## config.mk

```make
export PLATFORM = sky130hd
export DESIGN_NAME = server_slot_dispatcher_unit
export DESIGN_NICKNAME = d
export VERILOG_FILES = /design/src/hdl/ssd_pkg.sv /design/src/hdl/server_slot_dispatcher_unit.sv /design/src/hdl/ssd_front.sv /design/src/hdl/ssd_back.sv
export VERILOG_INCLUDE_DIRS = /design/src /design/src/hdl
export SDC_FILE = /design/constraint.sdc
export NUM_CORES = 1
export LEC_CHECK = 0
export BUFFER_PORTS_ARGS = -buffer_cell sky130_fd_sc_hd__buf_2
export CAP_MARGIN = 20
export CORE_MARGIN = 5
export CORE_UTILIZATION = 45
export DETAILED_ROUTE_END_ITERATION = 8
export GPL_ROUTABILITY_DRIVEN = 0
export PLACE_DENSITY = 0.68
export SYNTH_ARGS = -nofsm -noshare
export SYNTH_HDL_FRONTEND = slang
export SYNTH_HIERARCHICAL = 1
export SYNTH_SLANG_ARGS = --single-unit
export TNS_END_PERCENT = 10
```

## constraint.sdc

```tcl
create_clock -name clk -period 2.7 [get_ports clk]
set_clock_uncertainty 0.15 [all_clocks]
set_input_delay 0.27 -clock clk [delete_from_list [all_inputs] [get_ports clk]]
set_output_delay 0.27 -clock clk [all_outputs]
set_load 0.05 [all_outputs]
```

## src/hdl/server_slot_dispatcher_unit_assert.svh

```systemverilog
// Assertion shorthands used by the dispatcher back end.
`ifndef SERVER_SLOT_DISPATCHER_UNIT_ASSERT_SVH
`define SERVER_SLOT_DISPATCHER_UNIT_ASSERT_SVH

// Same-cycle implication, disabled during reset.
`define SSD_ASSERT_IMP(label, clk, rst, ante, cons) \
  label: assert property (@(posedge clk) disable iff (rst) (ante) |-> (cons)) \
    else $error("assertion failed");

// Next-cycle implication, disabled during reset.
`define SSD_ASSERT_NEXT(label, clk, rst, ante, cons) \
  label: assert property (@(posedge clk) disable iff (rst) (ante) |=> (cons)) \
    else $error("assertion failed");

`endif

```

## src/hdl/ssd_pkg.sv

```systemverilog
package ssd_pkg;

  localparam int NUM_SERVERS      = 4;
  localparam int SLOTS_PER_SERVER = 4;
  localparam int NUM_SLOTS        = NUM_SERVERS * SLOTS_PER_SERVER;

  localparam int OP_W   = 3;
  localparam int SRV_W  = 2;
  localparam int SLOT_W = 4;
  localparam int ACT_W  = 3;
  localparam int CNT_W  = 16;

  // Command queue between front and back
  localparam int CQ_DEPTH = 2;
  localparam int CQ_PTR_W = 1;
  localparam int CQ_CNT_W = 2;

  // Input op codes
  localparam logic [OP_W-1:0] OP_LOCAL    = 3'd0;
  localparam logic [OP_W-1:0] OP_REMOTE   = 3'd1;
  localparam logic [OP_W-1:0] OP_PROBE    = 3'd2;
  localparam logic [OP_W-1:0] OP_COMPLETE = 3'd3;
  localparam logic [OP_W-1:0] OP_BLOCKED  = 3'd4;
  localparam logic [OP_W-1:0] OP_TIMEOUT  = 3'd5;

  // Result action codes
  localparam logic [ACT_W-1:0] ACT_TO_SERVER = 3'd0;
  localparam logic [ACT_W-1:0] ACT_QUEUED    = 3'd1;
  localparam logic [ACT_W-1:0] ACT_DROPPED   = 3'd2;
  localparam logic [ACT_W-1:0] ACT_PROBE     = 3'd3;
  localparam logic [ACT_W-1:0] ACT_ACK       = 3'd4;
  localparam logic [ACT_W-1:0] ACT_QACK      = 3'd5;
  localparam logic [ACT_W-1:0] ACT_NACK      = 3'd6;
  localparam logic [ACT_W-1:0] ACT_UPDATE    = 3'd7;

  // Command classes produced by the front
  typedef logic [2:0] kind_t;
  localparam kind_t KIND_NONE    = 3'd0;
  localparam kind_t KIND_JOB     = 3'd1;
  localparam kind_t KIND_PROBE   = 3'd2;
  localparam kind_t KIND_RELEASE = 3'd3;
  localparam kind_t KIND_BLOCKED = 3'd4;

  typedef struct packed {
    kind_t            kind;
    logic             is_local;
    logic             is_timeout;
    logic [SRV_W-1:0] server;
  } cmd_t;

  typedef struct packed {
    logic             valid;
    cmd_t             cmd;
  } cmd_link_t;

  typedef struct packed {
    logic [ACT_W-1:0]  action;
    logic [SRV_W-1:0]  target;
    logic [SLOT_W-1:0] slot;
  } res_t;

  // Lowest set bit: isolate it with v & -v, then encode its position
  function automatic logic [SRV_W-1:0] first_set_srv(input logic [NUM_SERVERS-1:0] v);
    logic [NUM_SERVERS-1:0] iso;
    logic [SRV_W-1:0]       idx;
    iso = v & (~v + NUM_SERVERS'(1));
    idx = '0;
    for (int i = 0; i < NUM_SERVERS; i++) begin
      if (iso[i]) idx = idx | SRV_W'(i);
    end
    return idx;
  endfunction

  function automatic logic [SLOT_W-1:0] first_set_slot(input logic [NUM_SLOTS-1:0] v);
    logic [NUM_SLOTS-1:0] iso;
    logic [SLOT_W-1:0]    idx;
    iso = v & (~v + NUM_SLOTS'(1));
    idx = '0;
    for (int i = 0; i < NUM_SLOTS; i++) begin
      if (iso[i]) idx = idx | SLOT_W'(i);
    end
    return idx;
  endfunction

  function automatic logic [SLOT_W-1:0] first_set_grp(
    input logic [SLOTS_PER_SERVER-1:0] v);
    logic [SLOTS_PER_SERVER-1:0] iso;
    logic [SLOT_W-1:0]           idx;
    iso = v & (~v + SLOTS_PER_SERVER'(1));
    idx = '0;
    for (int i = 0; i < SLOTS_PER_SERVER; i++) begin
      if (iso[i]) idx = idx | SLOT_W'(i);
    end
    return idx;
  endfunction

  function automatic logic [CNT_W-1:0] sat_inc(input logic [CNT_W-1:0] v);
    return (&v) ? v : v + CNT_W'(1);
  endfunction

endpackage

```

## src/hdl/server_slot_dispatcher_unit.sv

```systemverilog
// Job dispatcher over four servers, each with four queue slots.
// Input channel: a word (op, server_index) is taken when push is high and
// full is low. Result channel: the oldest result sits on action,
// target_server, slot_index and the four counters while empty is low; it
// leaves when pop is high. Every accepted word yields exactly one result.
// probe_enabled is written whenever probe_enabled_we is high.
// Flow: an accepted word enters the command queue, then moves into the
// result register (empty falls) when that register is free or being
// popped. Throughput: one word per cycle while results are popped; the
// back end decides a word from the server and slot maps, and a two-entry
// command queue lets the input run ahead.
// When pop is held low the result register holds, the back end waits and
// the command queue fills; full rises once it holds two words.
// Reset (rst, synchronous): every server idle, every slot free, counters
// and probe_enabled zero, both queues empty.
module server_slot_dispatcher_unit (
  input  logic                        clk,
  input  logic                        rst,
  input  logic                        push,
  output logic                        full,
  input  logic [ssd_pkg::OP_W-1:0]    op,
  input  logic [ssd_pkg::SRV_W-1:0]   server_index,
  output logic                        empty,
  input  logic                        pop,
  output logic [ssd_pkg::ACT_W-1:0]   action,
  output logic [ssd_pkg::SRV_W-1:0]   target_server,
  output logic [ssd_pkg::SLOT_W-1:0]  slot_index,
  output logic [ssd_pkg::CNT_W-1:0]   local_job_count,
  output logic [ssd_pkg::CNT_W-1:0]   remote_job_count,
  output logic [ssd_pkg::CNT_W-1:0]   blocked_count,
  output logic [ssd_pkg::CNT_W-1:0]   timeout_count,
  input  logic                        probe_enabled_we,
  input  logic                        probe_enabled
);

  ssd_pkg::cmd_link_t link;
  logic               link_pop;

  ssd_front u_front (
    .clk          (clk),
    .rst          (rst),
    .push         (push),
    .full         (full),
    .op           (op),
    .server_index (server_index),
    .link_out     (link),
    .link_pop     (link_pop)
  );

  ssd_back u_back (
    .clk              (clk),
    .rst              (rst),
    .probe_enabled_we (probe_enabled_we),
    .probe_enabled    (probe_enabled),
    .link_in          (link),
    .link_pop         (link_pop),
    .empty            (empty),
    .pop              (pop),
    .action           (action),
    .target_server    (target_server),
    .slot_index       (slot_index),
    .local_job_count  (local_job_count),
    .remote_job_count (remote_job_count),
    .blocked_count    (blocked_count),
    .timeout_count    (timeout_count)
  );

endmodule

```

## src/hdl/ssd_front.sv

```systemverilog
module ssd_front (
  input  logic                        clk,
  input  logic                        rst,
  input  logic                        push,
  output logic                        full,
  input  logic [ssd_pkg::OP_W-1:0]    op,
  input  logic [ssd_pkg::SRV_W-1:0]   server_index,
  output ssd_pkg::cmd_link_t          link_out,
  input  logic                        link_pop
);

  ssd_pkg::cmd_t                      cmd_in;
  ssd_pkg::cmd_t                      cq [ssd_pkg::CQ_DEPTH];
  logic [ssd_pkg::CQ_PTR_W-1:0]       wr_ptr;
  logic [ssd_pkg::CQ_PTR_W-1:0]       rd_ptr;
  logic [ssd_pkg::CQ_CNT_W-1:0]       cq_cnt;
  logic [ssd_pkg::CQ_CNT_W-1:0]       cq_cnt_next;
  logic                               wr_go;
  logic                               rd_go;

  // Classify the incoming word
  always_comb begin
    cmd_in.kind       = ssd_pkg::KIND_NONE;
    cmd_in.is_local   = (op == ssd_pkg::OP_LOCAL);
    cmd_in.is_timeout = (op == ssd_pkg::OP_TIMEOUT);
    cmd_in.server     = server_index;
    case (op) inside
      ssd_pkg::OP_LOCAL, ssd_pkg::OP_REMOTE:     cmd_in.kind = ssd_pkg::KIND_JOB;
      ssd_pkg::OP_PROBE:                         cmd_in.kind = ssd_pkg::KIND_PROBE;
      ssd_pkg::OP_COMPLETE, ssd_pkg::OP_TIMEOUT: cmd_in.kind = ssd_pkg::KIND_RELEASE;
      ssd_pkg::OP_BLOCKED:                       cmd_in.kind = ssd_pkg::KIND_BLOCKED;
      default:                                   cmd_in.kind = ssd_pkg::KIND_NONE;
    endcase
  end

  assign full  = (cq_cnt == ssd_pkg::CQ_CNT_W'(ssd_pkg::CQ_DEPTH));
  assign wr_go = push && !full;
  assign rd_go = link_pop && (cq_cnt != '0);

  always_comb begin
    cq_cnt_next = cq_cnt;
    if (wr_go && !rd_go) cq_cnt_next = cq_cnt + ssd_pkg::CQ_CNT_W'(1);
    if (!wr_go && rd_go) cq_cnt_next = cq_cnt - ssd_pkg::CQ_CNT_W'(1);
  end

  always_ff @(posedge clk) begin
    if (rst) begin
      wr_ptr <= '0;
      rd_ptr <= '0;
      cq_cnt <= '0;
    end else begin
      cq_cnt <= cq_cnt_next;
      if (wr_go) wr_ptr <= wr_ptr + ssd_pkg::CQ_PTR_W'(1);
      if (rd_go) rd_ptr <= rd_ptr + ssd_pkg::CQ_PTR_W'(1);
    end
  end

  always_ff @(posedge clk) begin
    if (wr_go) cq[wr_ptr] <= cmd_in;
  end

  always_comb begin
    link_out.valid = (cq_cnt != '0);
    link_out.cmd   = cq[rd_ptr];
  end

endmodule

```

## src/hdl/ssd_back.sv

```systemverilog
`include "server_slot_dispatcher_unit_assert.svh"

module ssd_back (
  input  logic                        clk,
  input  logic                        rst,
  input  logic                        probe_enabled_we,
  input  logic                        probe_enabled,
  input  ssd_pkg::cmd_link_t          link_in,
  output logic                        link_pop,
  output logic                        empty,
  input  logic                        pop,
  output logic [ssd_pkg::ACT_W-1:0]   action,
  output logic [ssd_pkg::SRV_W-1:0]   target_server,
  output logic [ssd_pkg::SLOT_W-1:0]  slot_index,
  output logic [ssd_pkg::CNT_W-1:0]   local_job_count,
  output logic [ssd_pkg::CNT_W-1:0]   remote_job_count,
  output logic [ssd_pkg::CNT_W-1:0]   blocked_count,
  output logic [ssd_pkg::CNT_W-1:0]   timeout_count
);

  logic                               probe_en;
  logic [ssd_pkg::NUM_SERVERS-1:0]    server_busy;
  logic [ssd_pkg::NUM_SERVERS-1:0]    server_busy_next;
  logic [ssd_pkg::NUM_SLOTS-1:0]      slot_busy;
  logic [ssd_pkg::NUM_SLOTS-1:0]      slot_busy_next;
  logic [ssd_pkg::CNT_W-1:0]          local_cnt, local_cnt_next;
  logic [ssd_pkg::CNT_W-1:0]          remote_cnt, remote_cnt_next;
  logic [ssd_pkg::CNT_W-1:0]          blocked_cnt, blocked_cnt_next;
  logic [ssd_pkg::CNT_W-1:0]          timeout_cnt, timeout_cnt_next;
  logic                               res_valid;
  ssd_pkg::res_t                      res;
  ssd_pkg::res_t                      res_next;
  logic                               cmd_go;
  ssd_pkg::cmd_t                      cmd;
  logic                               any_idle;
  logic                               any_free;
  logic [ssd_pkg::SRV_W-1:0]          idle_srv;
  logic [ssd_pkg::SLOT_W-1:0]         free_slot;
  logic [ssd_pkg::SLOT_W-1:0]         grp_base;
  logic [ssd_pkg::SLOTS_PER_SERVER-1:0] grp_busy;
  logic [ssd_pkg::SLOT_W-1:0]         grp_slot;

  assign cmd      = link_in.cmd;
  // Advance only when the result register is free or being emptied
  assign cmd_go   = link_in.valid && (!res_valid || pop);
  assign link_pop = cmd_go;

  assign any_idle  = !(&server_busy);
  assign any_free  = !(&slot_busy);
  assign idle_srv  = ssd_pkg::first_set_srv(~server_busy);
  assign free_slot = ssd_pkg::first_set_slot(~slot_busy);
  assign grp_base  = ssd_pkg::SLOT_W'({2'b00, cmd.server} *
                                      ssd_pkg::SLOT_W'(ssd_pkg::SLOTS_PER_SERVER));
  assign grp_busy  = slot_busy[grp_base +: ssd_pkg::SLOTS_PER_SERVER];
  assign grp_slot  = grp_base + ssd_pkg::first_set_grp(grp_busy);

  always_comb begin
    server_busy_next = server_busy;
    slot_busy_next   = slot_busy;
    local_cnt_next   = local_cnt;
    remote_cnt_next  = remote_cnt;
    blocked_cnt_next = blocked_cnt;
    timeout_cnt_next = timeout_cnt;
    res_next.action  = ssd_pkg::ACT_UPDATE;
    res_next.target  = '0;
    res_next.slot    = '0;
    case (cmd.kind)
      ssd_pkg::KIND_JOB: begin
        if (any_idle) begin
          server_busy_next[idle_srv] = 1'b1;
          res_next.action = ssd_pkg::ACT_TO_SERVER;
          res_next.target = idle_srv;
        end else if (cmd.is_local && probe_en) begin
          res_next.action = ssd_pkg::ACT_PROBE;
        end else if (any_free) begin
          slot_busy_next[free_slot] = 1'b1;
          res_next.action = ssd_pkg::ACT_QUEUED;
          res_next.slot   = free_slot;
          res_next.target = ssd_pkg::SRV_W'(free_slot / ssd_pkg::SLOTS_PER_SERVER);
        end else begin
          res_next.action = ssd_pkg::ACT_DROPPED;
        end
        if (res_next.action == ssd_pkg::ACT_TO_SERVER ||
            res_next.action == ssd_pkg::ACT_QUEUED) begin
          if (cmd.is_local) local_cnt_next  = ssd_pkg::sat_inc(local_cnt);
          else              remote_cnt_next = ssd_pkg::sat_inc(remote_cnt);
        end
      end
      ssd_pkg::KIND_PROBE: begin
        if (any_idle)      res_next.action = ssd_pkg::ACT_ACK;
        else if (any_free) res_next.action = ssd_pkg::ACT_QACK;
        else               res_next.action = ssd_pkg::ACT_NACK;
      end
      ssd_pkg::KIND_RELEASE: begin
        if (cmd.is_timeout) timeout_cnt_next = ssd_pkg::sat_inc(timeout_cnt);
        res_next.target = cmd.server;
        if (int'(cmd.server) < ssd_pkg::NUM_SERVERS) begin
          // Free the lowest busy slot of the server, else mark it idle
          if (|grp_busy) begin
            slot_busy_next[grp_slot] = 1'b0;
            res_next.slot = grp_slot;
          end else begin
            server_busy_next[cmd.server] = 1'b0;
          end
        end
      end
      ssd_pkg::KIND_BLOCKED: begin
        blocked_cnt_next = ssd_pkg::sat_inc(blocked_cnt);
        res_next.target  = cmd.server;
      end
      default: begin
        res_next.action = ssd_pkg::ACT_UPDATE;
      end
    endcase
  end

  always_ff @(posedge clk) begin
    if (rst) begin
      probe_en    <= 1'b0;
      server_busy <= '0;
      slot_busy   <= '0;
      local_cnt   <= '0;
      remote_cnt  <= '0;
      blocked_cnt <= '0;
      timeout_cnt <= '0;
      res_valid   <= 1'b0;
    end else begin
      if (probe_enabled_we) probe_en <= probe_enabled;
      if (cmd_go) begin
        server_busy <= server_busy_next;
        slot_busy   <= slot_busy_next;
        local_cnt   <= local_cnt_next;
        remote_cnt  <= remote_cnt_next;
        blocked_cnt <= blocked_cnt_next;
        timeout_cnt <= timeout_cnt_next;
        res_valid   <= 1'b1;
      end else if (pop) begin
        res_valid <= 1'b0;
      end
    end
  end

  always_ff @(posedge clk) begin
    if (cmd_go) res <= res_next;
  end

  assign empty            = !res_valid;
  assign action           = res.action;
  assign target_server    = res.target;
  assign slot_index       = res.slot;
  assign local_job_count  = local_cnt;
  assign remote_job_count = remote_cnt;
  assign blocked_count    = blocked_cnt;
  assign timeout_count    = timeout_cnt;

  `SSD_ASSERT_NEXT(a_server_taken, clk, rst, cmd_go && res_next.action == ssd_pkg::ACT_TO_SERVER, server_busy[target_server])
  `SSD_ASSERT_IMP(a_queue_only_when_busy, clk, rst, cmd_go && res_next.action == ssd_pkg::ACT_QUEUED, &server_busy)
  `SSD_ASSERT_IMP(a_local_cnt_mono, clk, rst, !$past(rst), local_cnt >= $past(local_cnt))
  `SSD_ASSERT_IMP(a_timeout_cnt_mono, clk, rst, !$past(rst), timeout_cnt >= $past(timeout_cnt))

endmodule
```

==> flow_summary.yaml, run 1 <==
yosys:
  synth_commonest_cells: "dfxtp_1 (91), nor2_1 (87), nand2_1 (51)"
  ys_top_cells_by_area: "dfxtp_1 (33%), edfxtp_1 (12%), xor2_1 (6.7%)"
  ys.flop_type: "dfxtp_1"
  ys_async_sr_fraction_pct: 0
  synth_cell_types: 66
  synth_top_area_share_pct: 32.5
  yosys.area.top_type: "dfxtp_1"
  yosysSeqAreaShare_pct: 44.8
  netlist_area_sq_um: 5610
  yosys_warnings: 6
  synth_nets: 639
  yosysMostFrequentCell: "dfxtp_1"
  ys_ff_latch: 114
  syn_avg_cell_area_sq_um: 9.00
  synthCells: 623
  synth_edf_count: 23
critical_path:
  cp_cell_sequence: "mux2_4, mux4_2, nor4_4, nand2_2, and2_4, and4_1, o221a_1"
  ff2ff_path_depth: 7
  endpoint_kind: "register"
  cp.required_ns: 2.85
  worstPathMaxFanout: 6
  crit_path_max_incr_delay_ns: 0.50
  criticalPathCategory: "reg2reg"
  start_kind: "register"
  rrSetupSlack_ns: 0.09
  critical_path_arrival_ns: 2.77
  rr_endpoint: "u_back/slot_busy[15]"
  worst_path_max_delay_cell: "mux4_2"
place:
  io_buffers: 85
  dp_hpwl_um: 10100
clocking:
  clock-sinks: 114
  clk_pin_slew_ns: 0.05
  clk_latency_ns: 0.42
  ctsLongestPathBuffers: 2
  cts_htree_levels: 4
  cts_buffers: 17
  root_buffer: "clkbuf_16"
  cts_tree: "yes"
sta:
  worst_pin_slew_ns: 0.590
  tns_ns: 0
  hold_viol: 0
  rsz0062_at_grt: "yes"
  finalSetupViolCount: 0
  min_period_over_period_pct: 96.8
  drv_slew: 0
  post-route-min-period_ns: 2.61
  clock.fmax_ghz: 0.383
  maxSlewHeadroom_pct: 60.4
floorplan:
  dieArea_sq_um: 14800
  die_w_um: 122
  core_area_sq_um: 12100
  dieHeight_um: 122
  num_rows: 40
  initial_core_util_pct: 46.3
  ioPinCount: 86
min_path:
  worstHoldStart: "op[2]"
  hp-class: "in2reg"
  min_to: "u_front/cq[1][3]"
  whs_path_depth: 2
power_and_ir_drop:
  power_mw: 5.22
  power.density_nw_per_um2: 743
  leakage_nw: 2.72
  ir_worst_vdd_v: 0.000435
global_routing:
  grt_pass1_vias: 4884
  grt.total_usage_pct: 19.5
  grt_overflow: 0
  grt_pass1_wl_um: 23300
  antenna_found_initial: 0
  grt_max_degree: 76
outcome:
  status: "finished, final reports clean"
detailed_routing:
  drt_wl_total_um: 14200
  vias_per_cell: 5.62
  remaining_drc_errors: 0
  ant_nets: 0
  firstDrtPassIters: 5
  routedWlPerCell_um: 15.6
  vias: 5113
  drt_iter0_markers: 303
layout:
  n_antenna_cell: 0
  layout-drive-gt1-share_pct: 24.0
  post-route-util_pct: 58.0
  area_growth_pct: 25.3
  final_nets: 745
  nFillCells: 1069
flow_run:
  maxCapViolations: 0
metal layers:
layer / wire (um) / global-route usage, % / vias to the layer above
met2: 6490 / 31.4 / 227
met5: 0 / 0 / -
met3: 1100 / 5.76 / 44
met1: 6210 / 24.2 / 2379
met4: 423 / 8.68 / 0
li1: - / - / 2463
worst max-delay path, delay by kind of cell, from the launching register on:
kind | cells | cell delay (ns)
compound gates | 1 | 0.23
mux | 2 | 0.86
flops | 1 | 0.36
simple gates | 4 | 0.89
worst max-delay path by stage:
| stage | endpoint | slack [ns] | cells after the start |
|---|---|---|---|
| after global routing | u_back/server_busy[0] | -0.003 | 6 |
| after detailed placement | u_back/slot_busy[4] | -0.03 | 7 |
| final | u_back/slot_busy[15] | 0.09 | 7 |
| after global placement | u_back/slot_busy[15] | 0.07 | 7 |
| after floorplan | u_back/slot_busy[15] | 0.002 | 9 |
| after CTS | u_back/slot_busy[15] | -0.01 | 7 |
logic make-up (layout without fill, tap and decap cells):
logic type | Yosys count | in the layout | share of synthesized area [%]
adder cells (fa/ha/maj) | 6 | 6 | 1.29
XOR/XNOR | 60 | 60 | 9.37
multiplexers | 14 | 14 | 3.55
AND/OR/NAND/NOR | 301 | 301 | 27.6
buffers and inverters | 45 | 164 | 3.21
flip-flops | 114 | 114 | 44.8
AO/OA/AOI/OAI | 83 | 83 | 10.1
layout make-up:
| class | count | area, sq um | area share (%) |
|---|---|---|---|
| Tap cell | 168 | 210 | 2.99 |
| Sequential cell | 114 | 2510 | 35.8 |
| Clock inverter | 7 | 42.5 | 0.606 |
| Multi-Input combinational cell | 464 | 2990 | 42.6 |
| Inverter | 23 | 86.3 | 1.23 |
| Timing Repair Buffer | 109 | 628 | 8.95 |
| Clock buffer | 25 | 548 | 7.80 |
metrics by stage:
stage	cell area [sq um]	std cells	worst slack, ns	hold slack (ns)
after floorplan	5610	623	0.00242	0.189
after global routing	7020	910	-0.00334	0.0166
after global placement	6310	874	0.0659	0.317
after CTS	6940	910	-0.0127	0.00455
after detailed placement	6310	874	-0.0252	0.321
final	7020	910	0.0859	0.0226
placed cells by master (no fill, tap or decap), types with 19 or more instances in the layout:
master	Yosys	final
nor2_1	87	86
buf_4	0	19
nand3_1	41	39
inv_1	22	22
nand4_1	40	40
dfxtp_1	91	90
xor2_1	43	43
edfxtp_1	23	23
clkbuf_16	0	19
a21oi_1	25	25
nand2_1	51	50
buf_2	2	85
repair_timing:
item / CTS / global route
pin swaps: 0 / 3
endpoints found under the hold margin: 5 / 0
cloned: 0 / 0
setup endpoints to repair: 2 / 52
resized for setup: 1 / 17
hold buffers: 4 / 0
setup buffers: 0 / 0
flip-flops by register name, indices dropped and copies added, names as in the netlist, 2 cells and up, named ones only:
register                 count
u_back/action                3
u_back/blocked_count        16
u_back/local_job_count      16
u_back/remote_job_count     16
u_back/server_busy           4
u_back/slot_busy            16
u_back/slot_index            4
u_back/target_server         2
u_back/timeout_count        16
u_front/cq                  14
u_front/cq_cnt               2
report_power, final:
part           leakage, nW  switching, mW  internal (mW)
Clock                0.287          0.763           1.40
Sequential           0.953         0.0830           1.91
Combinational         1.48          0.739          0.330
Total                 2.72           1.58           3.63
Power figures use the tool's default switching activity.
==> run 2: changes to the inputs <==
--- a/config.mk
+++ b/config.mk
@@ -8,7 +8,7 @@
 export LEC_CHECK = 0
 export BUFFER_PORTS_ARGS = -buffer_cell sky130_fd_sc_hd__buf_2
 export CAP_MARGIN = 20
-export CORE_MARGIN = 5
+export CORE_MARGIN = 2
 export CORE_UTILIZATION = 45
 export DETAILED_ROUTE_END_ITERATION = 8
 export GPL_ROUTABILITY_DRIVEN = 0
==> constraint.sdc (replaced) <==
create_clock -name clk -period 2.7 [get_ports clk]
set_clock_uncertainty 0.15 [all_clocks]
set_input_delay 0.405 -clock clk [delete_from_list [all_inputs] [get_ports clk]]
set_output_delay 0.405 -clock clk [all_outputs]
set_load 0.05 [all_outputs]
==> run 2 against run 1 <==
Against the previous run: worst setup slack better by 0.028 ns; fmax grew 1.1%; clock power rose by 7%; final cell count increased by 0.33%; sequential power is essentially flat; count of clock-buffer cells in the layout down 7; largest cell class unchanged; largest power group unchanged.
==> flow_summary.yaml, run 2 (synthesis gave the netlist of run 1 again) <==
outcome:
  status: "finished, final reports clean"
clocking:
  clock-sinks: 114
  clk_latency_ns: 0.42
  cts_buffers: 17
  post_cts_buffers: 0
  cts_tree: "yes"
  root_buffer: "clkbuf_16"
  clk_pin_slew_ns: 0.05
  ctsLongestPathBuffers: 2
  cts_htree_levels: 4
  cts_hold_buf: 0
global_routing:
  grt_pass1_wl_um: 23500
  grt_pass1_vias: 4897
  antenna_found_initial: 0
  grt_max_degree: 76
  grt.total_usage_pct: 22.4
  grt_overflow: 0
sta:
  worst_pin_slew_ns: 0.565
  tns_ns: 0
  drv_slew: 0
  rsz0062_at_grt: "no"
  min_period_over_period_pct: 95.8
  hold_ws_ns: 0.0322
  finalSetupViolCount: 0
  post-route-min-period_ns: 2.59
  clock.fmax_ghz: 0.387
  maxSlewHeadroom_pct: 62.0
  hold_viol: 0
critical_path:
  worst_path_max_delay_cell: "mux4_2"
  rrSetupSlack_ns: 0.11
  start_kind: "register"
  worstPathMaxFanout: 6
  endpoint_kind: "register"
  cp_cell_sequence: "mux2_4, mux4_2, nor4_4, nand2_2, and2_4, and4_1, o221a_1"
  worst-path-buf-inv: 0
  ff2ff_path_depth: 7
  crit_cells: 7
  rr_endpoint: "u_back/slot_busy[15]"
  crit_path_max_incr_delay_ns: 0.50
  criticalPathCategory: "reg2reg"
  critPathTopFamily: "multiplexers"
  cp.required_ns: 2.85
  endpoint: "u_back/slot_busy[15]"
  critical_path_arrival_ns: 2.73
detailed_routing:
  remaining_drc_errors: 0
  ant_nets: 0
  vias_per_cell: 5.62
  vias: 5131
  drt_iter0_markers: 392
  drt_wl_total_um: 14500
  firstDrtPassIters: 5
  routedWlPerCell_um: 15.9
layout:
  layout-drive-gt1-share_pct: 24.0
  layout_common_cells: "dfxtp_1 (90), nor2_1 (87), buf_2 (85), nand2_1 (51), xor2_1 (43)"
  final_common_cell: "dfxtp_1"
  final_nets: 748
  nFillCells: 1068
  n_antenna_cell: 0
  area_growth_pct: 25.9
floorplan:
  core_area_sq_um: 12100
  dieArea_sq_um: 13400
  die_w_um: 116
  dieHeight_um: 116
  ioPinCount: 86
  num_rows: 40
  initial_core_util_pct: 46.5
place:
  io_buffers: 85
  dp_hpwl_um: 10200
power_and_ir_drop:
  ir_worst_vdd_v: 0.000469
  power.density_nw_per_um2: 767
  leakage_nw: 2.76
  power_mw: 5.41
flow_run:
  maxCapViolations: 0
min_path:
  hp-class: "in2reg"
run 2: cell count changes in the layout (fill, tap and decap cells not counted), moves of 2 or more:
cell | before | now
buf_4 | 19 | 26
clkbuf_8 | 5 | 0
bufinv_16 | 0 | 4
dlygate4sd3_1 | 4 | 0
clkinv_4 | 0 | 3
clkbuf_16 | 19 | 17
run 2: metal layers:
metal	GRT usage, %	vias to the layer above	routed length, um
met2	34.5	214	6800
li1	-	2476	-
met5	0	-	0
met1	29.4	2414	6360
met3	6.69	27	1090
met4	10.0	0	265
run 2: power breakdown:
group          total, mW  leakage, nW  internal, mW  switching, mW
Clock               2.32        0.296          1.54          0.787
Sequential          1.98        0.953          1.91         0.0776
Combinational       1.10         1.51         0.355          0.747
Total               5.41         2.76          3.80           1.61
run 2: worst min-delay path by stage:
stage | startpoint | to | cells past startpoint
floorplan | u_front/wr_ptr | u_front/wr_ptr | 2
global placement | u_front/wr_ptr | u_front/wr_ptr | 2
detailed placement | u_front/wr_ptr | u_front/wr_ptr | 2
CTS | server_index[1] | u_front/cq[0][1] | 1
global route | server_index[1] | u_front/cq[0][1] | 1
finish | server_index[1] | u_front/cq[0][1] | 1
run 2: repair_timing:
item | 4_1_cts | 5_1_grt
gates resized for setup | 0 | 15
hold endpoints to repair | 0 | 0
endpoints found under the setup margin | 0 | 37
run 2: per-stage QoR:
step           instance area [sq um]  utilization [%]  instances  setup slack (ns)
2_1_floorplan                   5610                -        623           0.00242
3_3_place_gp                    6360             52.7        881             0.104
3_5_place_dp                    6360             52.7        881            0.0349
4_1_cts                         6980             57.9        913            0.0301
5_1_grt                         7060             58.5        913            0.0155
6_report                        7060             58.5        913             0.114
run 2: layout make-up:
type | instances | area, sq um | share of cell area (%)
clock inverter | 14 | 189 | 2.68
sequential | 114 | 2510 | 35.6
timing repair buffer | 112 | 641 | 9.08
clock buffer | 18 | 429 | 6.08
inverter | 23 | 86.3 | 1.22
multi-input combinational | 464 | 2990 | 42.3
tap | 168 | 210 | 2.98
run 2: worst register-to-register path, delay by kind of cell, from the launching register on:
kind,cells,cell delay (ns)
compound gates,1,0.23
flops,1,0.37
mux,2,0.86
simple gates,4,0.86
==> run 3: changes to the inputs <==
--- a/config.mk
+++ b/config.mk
@@ -9,10 +9,10 @@
 export BUFFER_PORTS_ARGS = -buffer_cell sky130_fd_sc_hd__buf_2
 export CAP_MARGIN = 20
 export CORE_MARGIN = 2
-export CORE_UTILIZATION = 45
+export CORE_UTILIZATION = 51
 export DETAILED_ROUTE_END_ITERATION = 8
 export GPL_ROUTABILITY_DRIVEN = 0
-export PLACE_DENSITY = 0.68
+export PLACE_DENSITY = 0.76
 export SYNTH_ARGS = -nofsm -noshare
 export SYNTH_HDL_FRONTEND = slang
 export SYNTH_HIERARCHICAL = 1
==> run 3 against run 2 <==
Against the previous run: global-route usage up 2.6 points; register-to-register slack lost 0.04 ns; combinational power grew 4%; sequential share of layout area decreased by 0.072 points; critical path depth unchanged; worst hold slack is essentially flat; wire length grew 1.4%; clock power is 2% lower; flip-flop and latch count is the same.
==> flow_summary.yaml, run 3 (synthesis gave the netlist of run 1 again) <==
layout:
  layout_common_cells: "dfxtp_1 (90), nor2_1 (86), buf_2 (85), nand2_1 (51), xor2_1 (43)"
  fin_cells: 884
  layout-drive-gt1-share_pct: 24.9
  final_nets: 747
  n_antenna_cell: 0
  area_growth_pct: 26.3
  final_area_sq_um: 7080
  post-route-util_pct: 65.6
  final_common_cell: "dfxtp_1"
clocking:
  clock-sinks: 114
  cts_buffers: 17
  cts_htree_levels: 4
  root_buffer: "clkbuf_8"
  cts_tree: "yes"
  ctsLongestPathBuffers: 2
  clk_latency_ns: 0.53
  clk_pin_slew_ns: 0.06
global_routing:
  antenna_found_initial: 0
  grt_pass1_vias: 4906
  grt_pass1_wl_um: 23200
  grt_overflow: 0
  grt.total_usage_pct: 25.1
  grt_max_degree: 76
sta:
  drv_slew: 0
  worst_pin_slew_ns: 0.704
  clock.fmax_ghz: 0.381
  post-route-min-period_ns: 2.63
  min_period_over_period_pct: 97.2
  finalSetupViolCount: 0
  maxSlewHeadroom_pct: 52.7
  hold_ws_ns: 0.0324
  rsz0062_at_grt: "no"
  hold_viol: 0
floorplan:
  die_w_um: 109
  num_rows: 38
  initial_core_util_pct: 51.9
  dieHeight_um: 109
  core_area_sq_um: 10800
  dieArea_sq_um: 11800
  ioPinCount: 86
min_path:
  worstHoldStart: "probe_enabled"
  hp-class: "in2reg"
critical_path:
  criticalPathCategory: "reg2reg"
  cp_cell_sequence: "mux2_2, nand2b_1, or3_1, a211oi_2, nand2_1, or3_4, o32ai_1"
  worst-path-buf-inv: 0
  critPathTopFamily: "simple AND/OR/NAND/NOR gates"
  start_kind: "register"
  worstPathMaxFanout: 6
  worst_path_max_delay_cell: "mux2_2"
  endpoint_kind: "register"
  crit_path_max_incr_delay_ns: 0.40
  critical_path_arrival_ns: 2.91
  cp.required_ns: 2.99
detailed_routing:
  remaining_drc_errors: 0
  firstDrtPassIters: 5
  drt_wl_total_um: 14700
  drt_iter0_markers: 493
  vias_per_cell: 5.91
  ant_nets: 0
  vias: 5222
  routedWlPerCell_um: 16.6
power_and_ir_drop:
  power.density_nw_per_um2: 763
  power_mw: 5.40
  leakage_nw: 2.75
  ir_worst_vdd_v: 0.000680
outcome:
  status: "finished, final reports clean"
place:
  dp_hpwl_um: 10100
  place_area_sq_um: 6290
  io_buffers: 85
  place_inst: 848
flow_run:
  maxCapViolations: 0
run 3: cell types whose count changed in the layout (fill, tap and decap cells not counted), moves of 3 or more:
cell	before	now
buf_4	26	23
bufinv_16	4	1
clkbuf_16	17	20
nor3_1	10	7
run 3: worst reg2reg max path: stages (launching register included):
cell,delay (ns)
dfxtp_4,0.36
mux2_2,0.40
nand2b_1,0.20
or3_1,0.39
a211oi_2,0.27
nand2_1,0.11
or3_4,0.39
o32ai_1,0.27
run 3: through the flow:
| step | setup TNS [ns] | setup WS [ns] |
|---|---|---|
| 6_report | 0 | 0.0747 |
| 5_1_grt | 0 | 0.00216 |
| 4_1_cts | -0.0168 | -0.00851 |
| 3_5_place_dp | -0.0267 | -0.0267 |
| 3_3_place_gp | 0 | 0.0695 |
| 2_1_floorplan | 0 | 0.00242 |
run 3: power by group:
group,switching [mW],leakage (nW),internal [mW],total [mW]
clock network,0.801,0.301,1.47,2.27
logic,0.774,1.50,0.367,1.14
registers,0.0797,0.953,1.91,1.99
total,1.65,2.75,3.74,5.40
run 3: layer usage:
| metal | up-vias | GRT usage (%) | wire, um |
|---|---|---|---|
| met4 | 0 | 11.2 | 368 |
| met5 | - | 0 | 0 |
| met2 | 259 | 40.0 | 7070 |
| met3 | 52 | 7.95 | 1230 |
| met1 | 2441 | 31.1 | 6040 |
| li1 | 2470 | - | - |
run 3: cell type report:
type | instances | area, sq um
clock buffer | 23 | 532
clock inverter | 9 | 86.3
fill | 846 | 3720
inverter | 23 | 86.3
multi-input combinational | 464 | 3040
sequential | 114 | 2520
tap | 140 | 175
timing repair buffer | 111 | 638
run 3: path summary, 6_finish.rpt:
check,to,slack (ns),depth (start not counted)
min reg2reg,u_front/wr_ptr,0.33,2
max reg2reg,u_back/slot_busy[5],0.07,7
min,u_back/probe_en,0.03,3
max,u_back/slot_busy[5],0.07,7
run 3: timing repair:
action	CTS	global route
buffers inserted	0	2
gates resized for setup	0	28
hold buffers	2	0
pin swaps	1	4
setup endpoints to repair	3	50
endpoints found under the hold margin	4	0
